===== config.mk =====
export PLATFORM = sky130hd
export DESIGN_NAME = mlfq_process_table
export DESIGN_NICKNAME = d
export VERILOG_FILES = /design/src/design/mlfq_pkg.sv /design/src/design/mlfq_process_table.sv /design/src/design/mlfq_table_store.sv /design/src/design/mlfq_charge_alu.sv
export VERILOG_INCLUDE_DIRS = /design/src /design/src/design
export SDC_FILE = /design/constraint.sdc
export NUM_CORES = 2
export LEC_CHECK = 0
export ABC_AREA = 1
export BUFFER_PORTS_ARGS = -buffer_cell sky130_fd_sc_hd__buf_2
export CORE_MARGIN = 2
export CORE_UTILIZATION = 35
export CTS_CLUSTER_SIZE = 8
export DETAILED_ROUTE_END_ITERATION = 10
export SETUP_SLACK_MARGIN = 0.15
export SYNTH_ARGS = -nofsm -noshare
export SYNTH_HDL_FRONTEND = slang
export SYNTH_SLANG_ARGS = --single-unit

===== constraint.sdc =====
create_clock -name clk -period 12.8 [get_ports clk]
set_input_delay 0.64 -clock clk [delete_from_list [all_inputs] [get_ports clk]]
set_output_delay 0.64 -clock clk [all_outputs]
set_load 0.05 [all_outputs]

===== src/design/mlfq_process_table_assert.svh =====
// Assertion macros for the process table. Each macro expects clk and rst_n in scope.
`ifndef MLFQ_PROCESS_TABLE_ASSERT_SVH
`define MLFQ_PROCESS_TABLE_ASSERT_SVH
`ifndef SYNTHESIS
`define MLFQ_ASSERT_IMP(label, cond, prop) \
    label: assert property (@(posedge clk) disable iff (!rst_n) (cond) |-> (prop)) \
        else $error("mlfq process table: assertion failed");
`define MLFQ_ASSERT_NXT(label, cond, prop) \
    label: assert property (@(posedge clk) disable iff (!rst_n) (cond) |=> (prop)) \
        else $error("mlfq process table: assertion failed");
`else
`define MLFQ_ASSERT_IMP(label, cond, prop)
`define MLFQ_ASSERT_NXT(label, cond, prop)
`endif
`endif


===== src/design/mlfq_pkg.sv =====
package mlfq_pkg;

    localparam int NUM_SLOTS_DEF  = 16;
    localparam int NUM_LEVELS_DEF = 5;

    localparam int LEVEL_W   = 3;
    localparam int PID_W     = 16;
    localparam int RT_W      = 32;
    localparam int TIME_W    = 64;
    localparam int CFG_IDX_W = 2;
    localparam int CFG_DAT_W = 32;
    localparam int LIMIT_W   = RT_W + LEVEL_W + 1;

    localparam logic [RT_W-1:0]  BASE_QUANTUM_RST = 32'd100000;
    localparam logic [RT_W-1:0]  RESET_PERIOD_RST = 32'd10000000;
    localparam logic [PID_W-1:0] SHELL_PID_RST    = 16'd1;

    typedef enum logic [1:0] {
        REQ_ALLOC  = 2'd0,
        REQ_CHARGE = 2'd1,
        REQ_FREE   = 2'd2,
        REQ_NOP    = 2'd3
    } req_kind_t;

    typedef enum logic [1:0] {
        STAT_OK        = 2'd0,
        STAT_FULL      = 2'd1,
        STAT_NOT_FOUND = 2'd2
    } status_t;

    typedef enum logic [CFG_IDX_W-1:0] {
        CFG_BASE_QUANTUM = 2'd0,
        CFG_RESET_PERIOD = 2'd1,
        CFG_SHELL_PID    = 2'd2
    } cfg_reg_t;

    typedef enum logic [2:0] {
        ST_IDLE,
        ST_SCAN,
        ST_ALLOC,
        ST_LOAD,
        ST_APPLY,
        ST_BOOST,
        ST_FLUSH,
        ST_FINISH
    } seq_state_t;

    typedef enum logic [2:0] {
        TBL_NOP,
        TBL_ALLOC,
        TBL_FREE,
        TBL_WRITE,
        TBL_FLUSH
    } tbl_op_t;

    typedef struct packed {
        logic [1:0]        req_type;
        logic [PID_W-1:0]  pid;
        logic [RT_W-1:0]   runtime;
        logic [TIME_W-1:0] now_time;
        logic              tty_pending;
    } req_t;

    typedef struct packed {
        logic [1:0]         status;
        logic [PID_W-1:0]   pid_out;
        logic [LEVEL_W-1:0] level_out;
        logic               demoted;
        logic               global_reset;
    } rsp_t;

    typedef struct packed {
        tbl_op_t            op;
        logic [PID_W-1:0]   pid;
        logic [LEVEL_W-1:0] level;
        logic [RT_W-1:0]    runtime;
    } tbl_wr_t;

    typedef struct packed {
        logic               demote;
        logic [LEVEL_W-1:0] level;
        logic [RT_W-1:0]    runtime;
        logic               due;
    } alu_res_t;

endpackage


===== src/design/mlfq_process_table.sv =====
// Process table for a multilevel feedback queue scheduler. Each request but a no-op
// walks the table one slot per cycle through a single read port and a pair of pid
// comparators. An allocate then writes the first free slot that the scan found, a free
// clears the matching slot during the scan, and a charge goes on from the scan through
// the multiply and add, the entry update, the shell boost and the periodic reset; a
// no-op request skips the scan. One request is in progress at a time; the result sits
// in an output register, so the next request may be accepted while it waits.
`include "mlfq_process_table_assert.svh"

module mlfq_process_table
    import mlfq_pkg::*;
#(
    parameter int NUM_SLOTS  = NUM_SLOTS_DEF,
    parameter int NUM_LEVELS = NUM_LEVELS_DEF
)
(
    input  logic                 clk,
    input  logic                 rst_n,
    input  logic                 req_valid,
    output logic                 req_stall,
    input  req_t                 req,
    output logic                 rsp_valid,
    input  logic                 rsp_stall,
    output rsp_t                 rsp,
    input  logic                 cfg_valid,
    output logic                 cfg_ready,
    input  logic [CFG_IDX_W-1:0] cfg_index,
    input  logic [CFG_DAT_W-1:0] cfg_data
);

    localparam int IDX_W = $clog2(NUM_SLOTS);
    localparam logic [IDX_W-1:0] LAST_IDX = IDX_W'(NUM_SLOTS - 1);

    seq_state_t           state_reg, state_next;
    logic [IDX_W-1:0]     idx_reg, idx_next;
    logic                 found_reg, found_next;
    logic [IDX_W-1:0]     s_reg, s_next;
    logic                 found_k_reg, found_k_next;
    logic [IDX_W-1:0]     k_reg, k_next;
    logic [LEVEL_W-1:0]   lvl_reg, lvl_next;
    logic                 demoted_reg, demoted_next;
    logic                 gres_reg, gres_next;
    logic [PID_W-1:0]     pid_cnt_reg, pid_cnt_next;
    logic [TIME_W-1:0]    last_reset_reg, last_reset_next;
    req_t                 req_reg, req_next;
    logic                 rsp_valid_reg, rsp_valid_next;
    rsp_t                 rsp_reg, rsp_next;
    logic                 rsp_load;
    logic [RT_W-1:0]      base_quantum_reg;
    logic [RT_W-1:0]      reset_period_reg;
    logic [PID_W-1:0]     shell_pid_reg;

    logic [IDX_W-1:0]     rd_idx;
    logic                 rd_used;
    logic [PID_W-1:0]     rd_pid;
    logic [LEVEL_W-1:0]   rd_level;
    logic [RT_W-1:0]      rd_runtime;
    logic [IDX_W-1:0]     wr_idx;
    tbl_wr_t              wr;
    logic [NUM_SLOTS-1:0] used_vec;
    logic                 alu_load;
    alu_res_t             alu_res;
    logic                 hit_p;
    logic                 hit_k;

    mlfq_table_store #(
        .NUM_SLOTS (NUM_SLOTS)
    ) u_store (
        .clk        (clk),
        .rst_n      (rst_n),
        .rd_idx     (rd_idx),
        .rd_used    (rd_used),
        .rd_pid     (rd_pid),
        .rd_level   (rd_level),
        .rd_runtime (rd_runtime),
        .wr_idx     (wr_idx),
        .wr         (wr),
        .used_vec   (used_vec)
    );

    mlfq_charge_alu #(
        .NUM_LEVELS (NUM_LEVELS)
    ) u_alu (
        .clk          (clk),
        .load         (alu_load),
        .cur_runtime  (rd_runtime),
        .cur_level    (rd_level),
        .add_runtime  (req_reg.runtime),
        .base_quantum (base_quantum_reg),
        .now_time     (req_reg.now_time),
        .last_reset   (last_reset_reg),
        .reset_period (reset_period_reg),
        .res          (alu_res)
    );

    assign hit_p = rd_used && (rd_pid == req_reg.pid);
    assign hit_k = rd_used && (rd_pid == shell_pid_reg);

    always_comb
    begin
        state_next      = state_reg;
        idx_next        = idx_reg;
        found_next      = found_reg;
        s_next          = s_reg;
        found_k_next    = found_k_reg;
        k_next          = k_reg;
        lvl_next        = lvl_reg;
        demoted_next    = demoted_reg;
        gres_next       = gres_reg;
        pid_cnt_next    = pid_cnt_reg;
        last_reset_next = last_reset_reg;
        req_next        = req_reg;
        rd_idx          = idx_reg;
        wr_idx          = idx_reg;
        wr.op           = TBL_NOP;
        wr.pid          = '0;
        wr.level        = '0;
        wr.runtime      = '0;
        alu_load        = 1'b0;
        rsp_load        = 1'b0;

        case (state_reg)
            ST_IDLE:
            begin
                if (req_valid)
                begin
                    req_next     = req;
                    idx_next     = '0;
                    found_next   = 1'b0;
                    found_k_next = 1'b0;
                    lvl_next     = '0;
                    demoted_next = 1'b0;
                    gres_next    = 1'b0;
                    state_next   = (req.req_type == REQ_NOP) ? ST_FINISH : ST_SCAN;
                end
            end
            ST_SCAN:
            begin
                case (req_reg.req_type)
                    REQ_ALLOC:
                    begin
                        if (!rd_used && !found_reg)
                        begin
                            found_next = 1'b1;
                            s_next     = idx_reg;
                        end
                    end
                    REQ_CHARGE:
                    begin
                        if (hit_p && !found_reg)
                        begin
                            found_next = 1'b1;
                            s_next     = idx_reg;
                        end
                        if (hit_k && !found_k_reg)
                        begin
                            found_k_next = 1'b1;
                            k_next       = idx_reg;
                        end
                    end
                    REQ_FREE:
                    begin
                        if (hit_p)
                        begin
                            found_next = 1'b1;
                            wr.op      = TBL_FREE;
                        end
                    end
                    default: ;
                endcase
                idx_next = idx_reg + IDX_W'(1);
                if (idx_reg == LAST_IDX)
                begin
                    case (req_reg.req_type)
                        REQ_ALLOC:  state_next = ST_ALLOC;
                        REQ_CHARGE: state_next = ST_LOAD;
                        default:    state_next = ST_FINISH;
                    endcase
                end
            end
            ST_ALLOC:
            begin
                wr_idx = s_reg;
                if (found_reg)
                begin
                    pid_cnt_next = pid_cnt_reg + PID_W'(1);
                    wr.op        = TBL_ALLOC;
                    wr.pid       = pid_cnt_next;
                end
                state_next = ST_FINISH;
            end
            ST_LOAD:
            begin
                rd_idx     = s_reg;
                alu_load   = 1'b1;
                state_next = ST_APPLY;
            end
            ST_APPLY:
            begin
                wr_idx = s_reg;
                if (found_reg)
                begin
                    wr.op        = TBL_WRITE;
                    wr.level     = alu_res.level;
                    wr.runtime   = alu_res.runtime;
                    lvl_next     = alu_res.level;
                    demoted_next = alu_res.demote;
                end
                state_next = ST_BOOST;
            end
            ST_BOOST:
            begin
                wr_idx = k_reg;
                if (req_reg.tty_pending && found_k_reg)
                begin
                    wr.op = TBL_WRITE;
                    if (found_reg && (k_reg == s_reg))
                    begin
                        lvl_next = '0;
                    end
                end
                state_next = ST_FLUSH;
            end
            ST_FLUSH:
            begin
                if (alu_res.due)
                begin
                    wr.op           = TBL_FLUSH;
                    last_reset_next = req_reg.now_time;
                    gres_next       = 1'b1;
                    lvl_next        = '0;
                end
                state_next = ST_FINISH;
            end
            ST_FINISH:
            begin
                if (!rsp_valid_reg || !rsp_stall)
                begin
                    rsp_load   = 1'b1;
                    state_next = ST_IDLE;
                end
            end
            default:
            begin
                state_next = ST_IDLE;
            end
        endcase
    end

    always_comb
    begin
        rsp_next.pid_out      = req_reg.pid;
        rsp_next.level_out    = '0;
        rsp_next.demoted      = demoted_reg;
        rsp_next.global_reset = gres_reg;
        rsp_next.status       = STAT_OK;
        case (req_reg.req_type)
            REQ_ALLOC:
            begin
                rsp_next.status  = found_reg ? STAT_OK : STAT_FULL;
                rsp_next.pid_out = found_reg ? pid_cnt_reg : '0;
            end
            REQ_CHARGE:
            begin
                rsp_next.status    = found_reg ? STAT_OK : STAT_NOT_FOUND;
                rsp_next.level_out = found_reg ? lvl_reg : '0;
            end
            REQ_FREE:
            begin
                rsp_next.status = found_reg ? STAT_OK : STAT_NOT_FOUND;
            end
            default: ;
        endcase
    end

    always_comb
    begin
        rsp_valid_next = rsp_valid_reg;
        if (rsp_load)
        begin
            rsp_valid_next = 1'b1;
        end
        else if (!rsp_stall)
        begin
            rsp_valid_next = 1'b0;
        end
    end

    always_ff @(posedge clk or negedge rst_n)
    begin
        if (!rst_n)
        begin
            state_reg        <= ST_IDLE;
            idx_reg          <= '0;
            found_reg        <= 1'b0;
            found_k_reg      <= 1'b0;
            demoted_reg      <= 1'b0;
            gres_reg         <= 1'b0;
            pid_cnt_reg      <= '0;
            last_reset_reg   <= '0;
            rsp_valid_reg    <= 1'b0;
            base_quantum_reg <= BASE_QUANTUM_RST;
            reset_period_reg <= RESET_PERIOD_RST;
            shell_pid_reg    <= SHELL_PID_RST;
        end
        else
        begin
            state_reg      <= state_next;
            idx_reg        <= idx_next;
            found_reg      <= found_next;
            found_k_reg    <= found_k_next;
            demoted_reg    <= demoted_next;
            gres_reg       <= gres_next;
            pid_cnt_reg    <= pid_cnt_next;
            last_reset_reg <= last_reset_next;
            rsp_valid_reg  <= rsp_valid_next;
            if (cfg_valid && cfg_ready)
            begin
                case (cfg_index)
                    CFG_BASE_QUANTUM: base_quantum_reg <= cfg_data[RT_W-1:0];
                    CFG_RESET_PERIOD: reset_period_reg <= cfg_data[RT_W-1:0];
                    CFG_SHELL_PID:    shell_pid_reg    <= cfg_data[PID_W-1:0];
                    default:          ;
                endcase
            end
        end
    end

    always_ff @(posedge clk)
    begin
        req_reg <= req_next;
        s_reg   <= s_next;
        k_reg   <= k_next;
        lvl_reg <= lvl_next;
        if (rsp_load)
        begin
            rsp_reg <= rsp_next;
        end
    end

    assign req_stall = (state_reg != ST_IDLE);
    assign rsp_valid = rsp_valid_reg;
    assign rsp       = rsp_reg;
    assign cfg_ready = 1'b1;

    `MLFQ_ASSERT_IMP(a_rsp_from_finish, $rose(rsp_valid_reg), $past(state_reg) == ST_FINISH)
    `MLFQ_ASSERT_IMP(a_full_only_when_full, rsp_load && (rsp_next.status == STAT_FULL), &used_vec)
    `MLFQ_ASSERT_IMP(a_demote_on_success, rsp_valid_reg && rsp_reg.demoted, rsp_reg.status == STAT_OK)
    `MLFQ_ASSERT_NXT(a_pid_advance, (state_reg == ST_ALLOC) && found_reg, pid_cnt_reg == PID_W'($past(pid_cnt_reg) + PID_W'(1)))

endmodule


===== src/design/mlfq_table_store.sv =====
module mlfq_table_store
    import mlfq_pkg::*;
#(
    parameter int NUM_SLOTS = NUM_SLOTS_DEF,
    localparam int IDX_W = $clog2(NUM_SLOTS)
)
(
    input  logic                 clk,
    input  logic                 rst_n,
    input  logic [IDX_W-1:0]     rd_idx,
    output logic                 rd_used,
    output logic [PID_W-1:0]     rd_pid,
    output logic [LEVEL_W-1:0]   rd_level,
    output logic [RT_W-1:0]      rd_runtime,
    input  logic [IDX_W-1:0]     wr_idx,
    input  tbl_wr_t              wr,
    output logic [NUM_SLOTS-1:0] used_vec
);

    logic [NUM_SLOTS-1:0] used_reg;
    logic [NUM_SLOTS-1:0] used_next;
    logic [PID_W-1:0]     pid_reg     [NUM_SLOTS];
    logic [LEVEL_W-1:0]   level_reg   [NUM_SLOTS];
    logic [RT_W-1:0]      runtime_reg [NUM_SLOTS];

    always_comb
    begin
        used_next = used_reg;
        case (wr.op)
            TBL_ALLOC: used_next[wr_idx] = 1'b1;
            TBL_FREE:  used_next[wr_idx] = 1'b0;
            default:   ;
        endcase
    end

    always_ff @(posedge clk or negedge rst_n)
    begin
        if (!rst_n)
        begin
            used_reg <= '0;
        end
        else
        begin
            used_reg <= used_next;
        end
    end

    always_ff @(posedge clk)
    begin
        case (wr.op)
            TBL_ALLOC:
            begin
                pid_reg[wr_idx]     <= wr.pid;
                level_reg[wr_idx]   <= wr.level;
                runtime_reg[wr_idx] <= wr.runtime;
            end
            TBL_WRITE:
            begin
                level_reg[wr_idx]   <= wr.level;
                runtime_reg[wr_idx] <= wr.runtime;
            end
            TBL_FLUSH:
            begin
                for (int i = 0; i < NUM_SLOTS; i++)
                begin
                    level_reg[i]   <= '0;
                    runtime_reg[i] <= '0;
                end
            end
            default: ;
        endcase
    end

    assign rd_used    = used_reg[rd_idx];
    assign rd_pid     = pid_reg[rd_idx];
    assign rd_level   = level_reg[rd_idx];
    assign rd_runtime = runtime_reg[rd_idx];
    assign used_vec   = used_reg;

endmodule


===== src/design/mlfq_charge_alu.sv =====
module mlfq_charge_alu
    import mlfq_pkg::*;
#(
    parameter int NUM_LEVELS = NUM_LEVELS_DEF
)
(
    input  logic               clk,
    input  logic               load,
    input  logic [RT_W-1:0]    cur_runtime,
    input  logic [LEVEL_W-1:0] cur_level,
    input  logic [RT_W-1:0]    add_runtime,
    input  logic [RT_W-1:0]    base_quantum,
    input  logic [TIME_W-1:0]  now_time,
    input  logic [TIME_W-1:0]  last_reset,
    input  logic [RT_W-1:0]    reset_period,
    output alu_res_t           res
);

    localparam logic [LEVEL_W-1:0] LAST_LEVEL = LEVEL_W'(NUM_LEVELS - 1);

    logic [RT_W:0]        sum_wide;
    logic [RT_W-1:0]      sum_next;
    logic [LIMIT_W-1:0]   limit_next;
    logic [TIME_W-1:0]    elapsed;
    logic                 due_next;
    logic [RT_W-1:0]      sum_reg;
    logic [LIMIT_W-1:0]   limit_reg;
    logic [LEVEL_W-1:0]   level_reg;
    logic                 due_reg;
    logic                 demote;

    always_comb
    begin
        sum_wide   = {1'b0, cur_runtime} + {1'b0, add_runtime};
        sum_next   = sum_wide[RT_W] ? '1 : sum_wide[RT_W-1:0];
        limit_next = LIMIT_W'({1'b0, cur_level} + (LEVEL_W + 1)'(1)) * LIMIT_W'(base_quantum);
        elapsed    = now_time - last_reset;
        due_next   = elapsed >= TIME_W'(reset_period);
    end

    always_ff @(posedge clk)
    begin
        if (load)
        begin
            sum_reg   <= sum_next;
            limit_reg <= limit_next;
            level_reg <= cur_level;
            due_reg   <= due_next;
        end
    end

    assign demote      = (level_reg < LAST_LEVEL) && (LIMIT_W'(sum_reg) >= limit_reg);
    assign res.demote  = demote;
    assign res.level   = demote ? level_reg + LEVEL_W'(1) : level_reg;
    assign res.runtime = demote ? '0 : sum_reg;
    assign res.due     = due_reg;

endmodule


==> impl_metrics.prom <==
# TYPE chip_impl_metric gauge
chip_impl_info{name="status",value="finished, final reports clean"} 1
chip_impl_metric{name="die_area",unit="um^2"} 182000
chip_impl_metric{name="num_io_pins",unit=""} 180
chip_impl_metric{name="overflow",unit=""} 0
chip_impl_metric{name="worst_ep_arrival_time",unit="ps"} 9890
chip_impl_metric{name="final_cells",unit=""} 10500
chip_impl_metric{name="layout_worst_path_cycle_share",unit="%"} 72.8
chip_impl_metric{name="cts_resized",unit=""} 0
chip_impl_info{name="criticalPathCategory",value="flip-flop to flip-flop"} 1
chip_impl_metric{name="reported_leakage_power",unit="nW"} 27.9
chip_impl_info{name="worstSetupStartpointType",value="flip-flop"} 1
chip_impl_info{name="layout_commonest_cell",value="nand2_1"} 1
chip_impl_metric{name="power.clock.fraction",unit="%"} 22.6
chip_impl_metric{name="finalSetupViolations",unit=""} 0
chip_impl_metric{name="clock_tree.buffer_depth",unit=""} 3
chip_impl_metric{name="number_of_antenna_violations_at_the_first_check_in_global_routing",unit=""} 5
chip_impl_metric{name="number_of_flip_flops_and_latches_in_the_synthesized_netlist",unit=""} 1225
chip_impl_metric{name="final_core_utilization",unit="%"} 40.1
chip_impl_info{name="synth_area_leader_cell",value="edfxtp_1"} 1
chip_impl_metric{name="initial_core_utilization",unit="%"} 35.2
chip_impl_metric{name="timing_hold_violations_final",unit=""} 0
chip_impl_metric{name="power.share.switching",unit="%"} 45.9
chip_impl_metric{name="synth_enable_flop_cells",unit=""} 477
chip_impl_metric{name="net-switching-power",unit="mW"} 8.66
chip_impl_metric{name="cp_max_fo",unit=""} 73
chip_impl_metric{name="worstPathRequired",unit="ps"} 13370
chip_impl_metric{name="number_of_cells_on_the_worst_hold_path",unit=""} 1
chip_impl_metric{name="final.setup_skew",unit="ps"} 46.5
chip_impl_metric{name="final.setup.worst_slack",unit="ps"} 3480
chip_impl_metric{name="synthDistinctLibCells",unit=""} 56
chip_impl_metric{name="maxSlewViolCount",unit=""} 0
chip_impl_metric{name="pin_count_of_the_biggest_net_entering_global_routing",unit=""} 187
chip_impl_metric{name="mappedNetlistNets",unit=""} 8323
chip_impl_metric{name="ir_drop",unit="mV"} 0.194
chip_impl_metric{name="postRouteAntennaNets",unit=""} 0
chip_impl_info{name="clockRootBuffer",value="clkbuf_16"} 1
chip_impl_metric{name="first_pass_grt_wire_length",unit="mm"} 321
chip_impl_metric{name="hold_ws",unit="ps"} 36.4
chip_impl_metric{name="number_of_standard_cells_after_synthesis",unit=""} 7900
chip_impl_metric{name="area_growth",unit="%"} 14.0
chip_impl_metric{name="postCtsSetupRepairBufs",unit=""} 0
chip_impl_info{name="cts_tree",value="yes"} 1
chip_impl_metric{name="netlist_area",unit="um^2"} 62600
chip_impl_metric{name="multiInputGateArea",unit="um^2"} 28100
chip_impl_metric{name="synth.yosys.seq_area_share",unit="%"} 48.3
chip_impl_metric{name="cts_num_sinks",unit=""} 1225
chip_impl_metric{name="cap_violations",unit=""} 0
chip_impl_metric{name="nNetsFinal",unit=""} 8433
chip_impl_metric{name="drt_first_iter_violations",unit=""} 5567
chip_impl_metric{name="htree_levels",unit=""} 4
chip_impl_metric{name="syn_area_per_cell",unit="um^2"} 7.92
chip_impl_metric{name="drc_violations_left",unit=""} 0
chip_impl_metric{name="power.density_cell_area",unit="nW/um^2"} 264
chip_impl_metric{name="yosysWarnings",unit=""} 0
chip_impl_info{name="mostFrequentLayoutCells",value="nand2_1 (2608), a21oi_1 (843), inv_1 (659), nand3_1 (621), dfxtp_1 (560)"} 1
chip_impl_metric{name="largest_reg_flops",unit=""} 512
chip_impl_info{name="worst_setup_path_end_kind",value="flip-flop"} 1
chip_impl_metric{name="rows",unit=""} 155
chip_impl_metric{name="max_clock_freq",unit="MHz"} 107
chip_impl_metric{name="core",unit="um^2"} 178000
chip_impl_metric{name="routed-via-count",unit=""} 55200
chip_impl_metric{name="post-place-ws",unit="ps"} 3480
chip_impl_info{name="synth.top_cells.by_area",value="edfxtp_1 (23%), dfxtp_1 (18%), nand2_1 (16%)"} 1
chip_impl_metric{name="power.combinational.fraction",unit="%"} 50.8
chip_impl_metric{name="slew-limit-headroom",unit="%"} 8.93
chip_impl_metric{name="ys_async_sr_fraction",unit="%"} 15.3
chip_impl_metric{name="tritoncts.num_buffers",unit=""} 172
chip_impl_metric{name="dpl.cell_count",unit=""} 10100
chip_impl_metric{name="drive_gt1_share",unit="%"} 6.42
chip_impl_metric{name="clkSlewWorstSetupHoldPaths",unit="ps"} 50
chip_impl_metric{name="power.share.sequential",unit="%"} 26.6
chip_impl_metric{name="vias_per_cell",unit=""} 5.28
chip_impl_metric{name="num-fill-cells",unit=""} 18100
chip_impl_metric{name="post_drt_wl_per_cell",unit="um"} 20.4
chip_impl_metric{name="fin_crit",unit="ps"} 9320
chip_impl_metric{name="tightestPinTransition",unit="ps"} 1370
chip_impl_metric{name="internal_power",unit="mW"} 10.2
chip_impl_metric{name="grt_pass1_vias",unit=""} 52800
chip_impl_metric{name="drt_first_pass_iters",unit=""} 6
chip_impl_metric{name="total_routing_usage_reported_by_global_routing",unit="%"} 22.9
chip_impl_metric{name="hold_buffers",unit=""} 106
chip_impl_metric{name="die-width",unit="um"} 427
chip_impl_metric{name="final-seq-area",unit="um^2"} 30300
chip_impl_metric{name="area_share_of_the_leading_cell_type_in_the_synthesized_netlist",unit="%"} 22.9
chip_impl_info{name="rsz0062_at_grt",value="false"} 1
chip_impl_metric{name="die_h",unit="um"} 427
chip_impl_metric{name="detailed_place_hpwl",unit="mm"} 135
chip_impl_info{name="yosys_most_used_dff",value="dfxtp_1"} 1
chip_impl_metric{name="finalWeightedCongestion",unit=""} 0.949
chip_impl_metric{name="i_o_buffers",unit=""} 178
chip_impl_metric{name="worst-r2r-cell-count",unit=""} 27
chip_impl_metric{name="clk-insertion-delay-late",unit="ps"} 820
chip_impl_info{name="holdCritPathClass",value="primary input to flip-flop"} 1
chip_impl_metric{name="routed_wl",unit="mm"} 213
chip_impl_metric{name="timing.setup.tns",unit="ps"} 0
## stage by stage
stage | instance area, um^2 | power, mW
after floorplan | 62600 | 11.7
after global placement | 65400 | 14.5
after detailed placement | 65400 | 14.6
after CTS | 71400 | 18.9
after global routing | 71400 | 20.2
final | 71400 | 18.9
## final cells by class
cell class                 instances  area share [%]
antenna                            3          0.0105
clock buffer                     247            6.51
clock inverter                    15           0.387
inverter                         686            3.63
multi-input combinational       5562            39.3
sequential                      1225            42.4
tap                             2355            4.13
timing repair buffer             363            3.63
## critical path, cell delays in order, from the launching register on
cell and delay, ps:
dfrtp_1 490, nand2_1 170, nor2_4 100, buf_4 730, nand2_1 210, nand2_4 570, buf_4 690, o21ai_0 150
o221ai_1 200, o211ai_1 130, nand2_1 370, nand2_1 780, inv_1 280, nand2_1 110, fa_1 540, inv_1 50
fa_1 570, inv_1 70, fa_1 450, o21ai_0 270, a21boi_0 200, o21ai_0 340, a21boi_0 260, o21ai_0 440
a21boi_0 240, o21ai_0 330, a21oi_1 130, xnor2_1 140
## kinds of logic after synthesis
logic type,Yosys count,synth area share [%]
compound gates,1423,12.8
xor+xnor,104,1.45
fa+ha+maj,269,6.12
buf+inv,1113,7.02
flops,1225,48.3
mux,1,0.0160
other cells,1,0.00599
simple gates,3764,24.3
## power groups by stage
stage | Combinational, mW | Clock, mW | Sequential [mW]
floorplan | 6.66 | 0 | 5.00
global placement | 9.39 | 0 | 5.09
detailed placement | 9.48 | 0 | 5.10
CTS | 9.55 | 4.31 | 5.03
global route | 10.7 | 4.47 | 5.06
finish | 9.59 | 4.26 | 5.03
## worst paths after layout
kind	startpoint	end	slack, ps
setup / recovery	state_reg[1]$_DFFE_PN0P_	u_alu.limit_reg[26]$_DFFE_PN_	3480
max in group asynchronous	rst_n	pid_cnt_reg[3]$_DFFE_PN0P_	10340
min in group asynchronous	rst_n	last_reset_reg[46]$_DFFE_PN0P_	350
hold reg to reg	u_store.runtime_reg[13][5]$_SDFFE_PN0P_	u_store.runtime_reg[13][5]$_SDFFE_PN0P_	460
setup reg to reg	state_reg[1]$_DFFE_PN0P_	u_alu.limit_reg[26]$_DFFE_PN_	3480
hold / removal	req[83]	req_reg[83]$_DFFE_PP_	40
## routing by layer
layer  share of wire [%]  track usage, %  routed length (um)  vias up
met3                 7.3            4.12               15600      452
met2                  47            38.2              101000     2109
met5              0.0056               0                  12        -
met4                 4.5            10.0                9520        2
met1                  41            29.0               87000    26400
li1                    -               -                   -    26200
## synth_stat cells, drive strengths merged, types with 2 or more instances
cell,instances
o221ai,7
nor4,20
buf,147
a21boi,15
inv,667
o21a,17
xnor2,37
xor2,67
a211oi,8
a31oi,11
nand4,37
a32o,67
fa,62
nand2,2627
o311ai,2
dfrtp,173
or2,14
nand3b,7
o31ai,3
edfxtp,477
o211ai,84
and3,2
o2111ai,3
o21ai,299
ha,207
clkinv,19
o22ai,24
a21o,10
nor3,36
clkbuf,280
nor4b,2
dfstp,15
nand3,624
a21oi,844
o21bai,22
a221oi,3
dfxtp,560
nor2,392
Note: power is estimated with default switching activity, not from simulation.
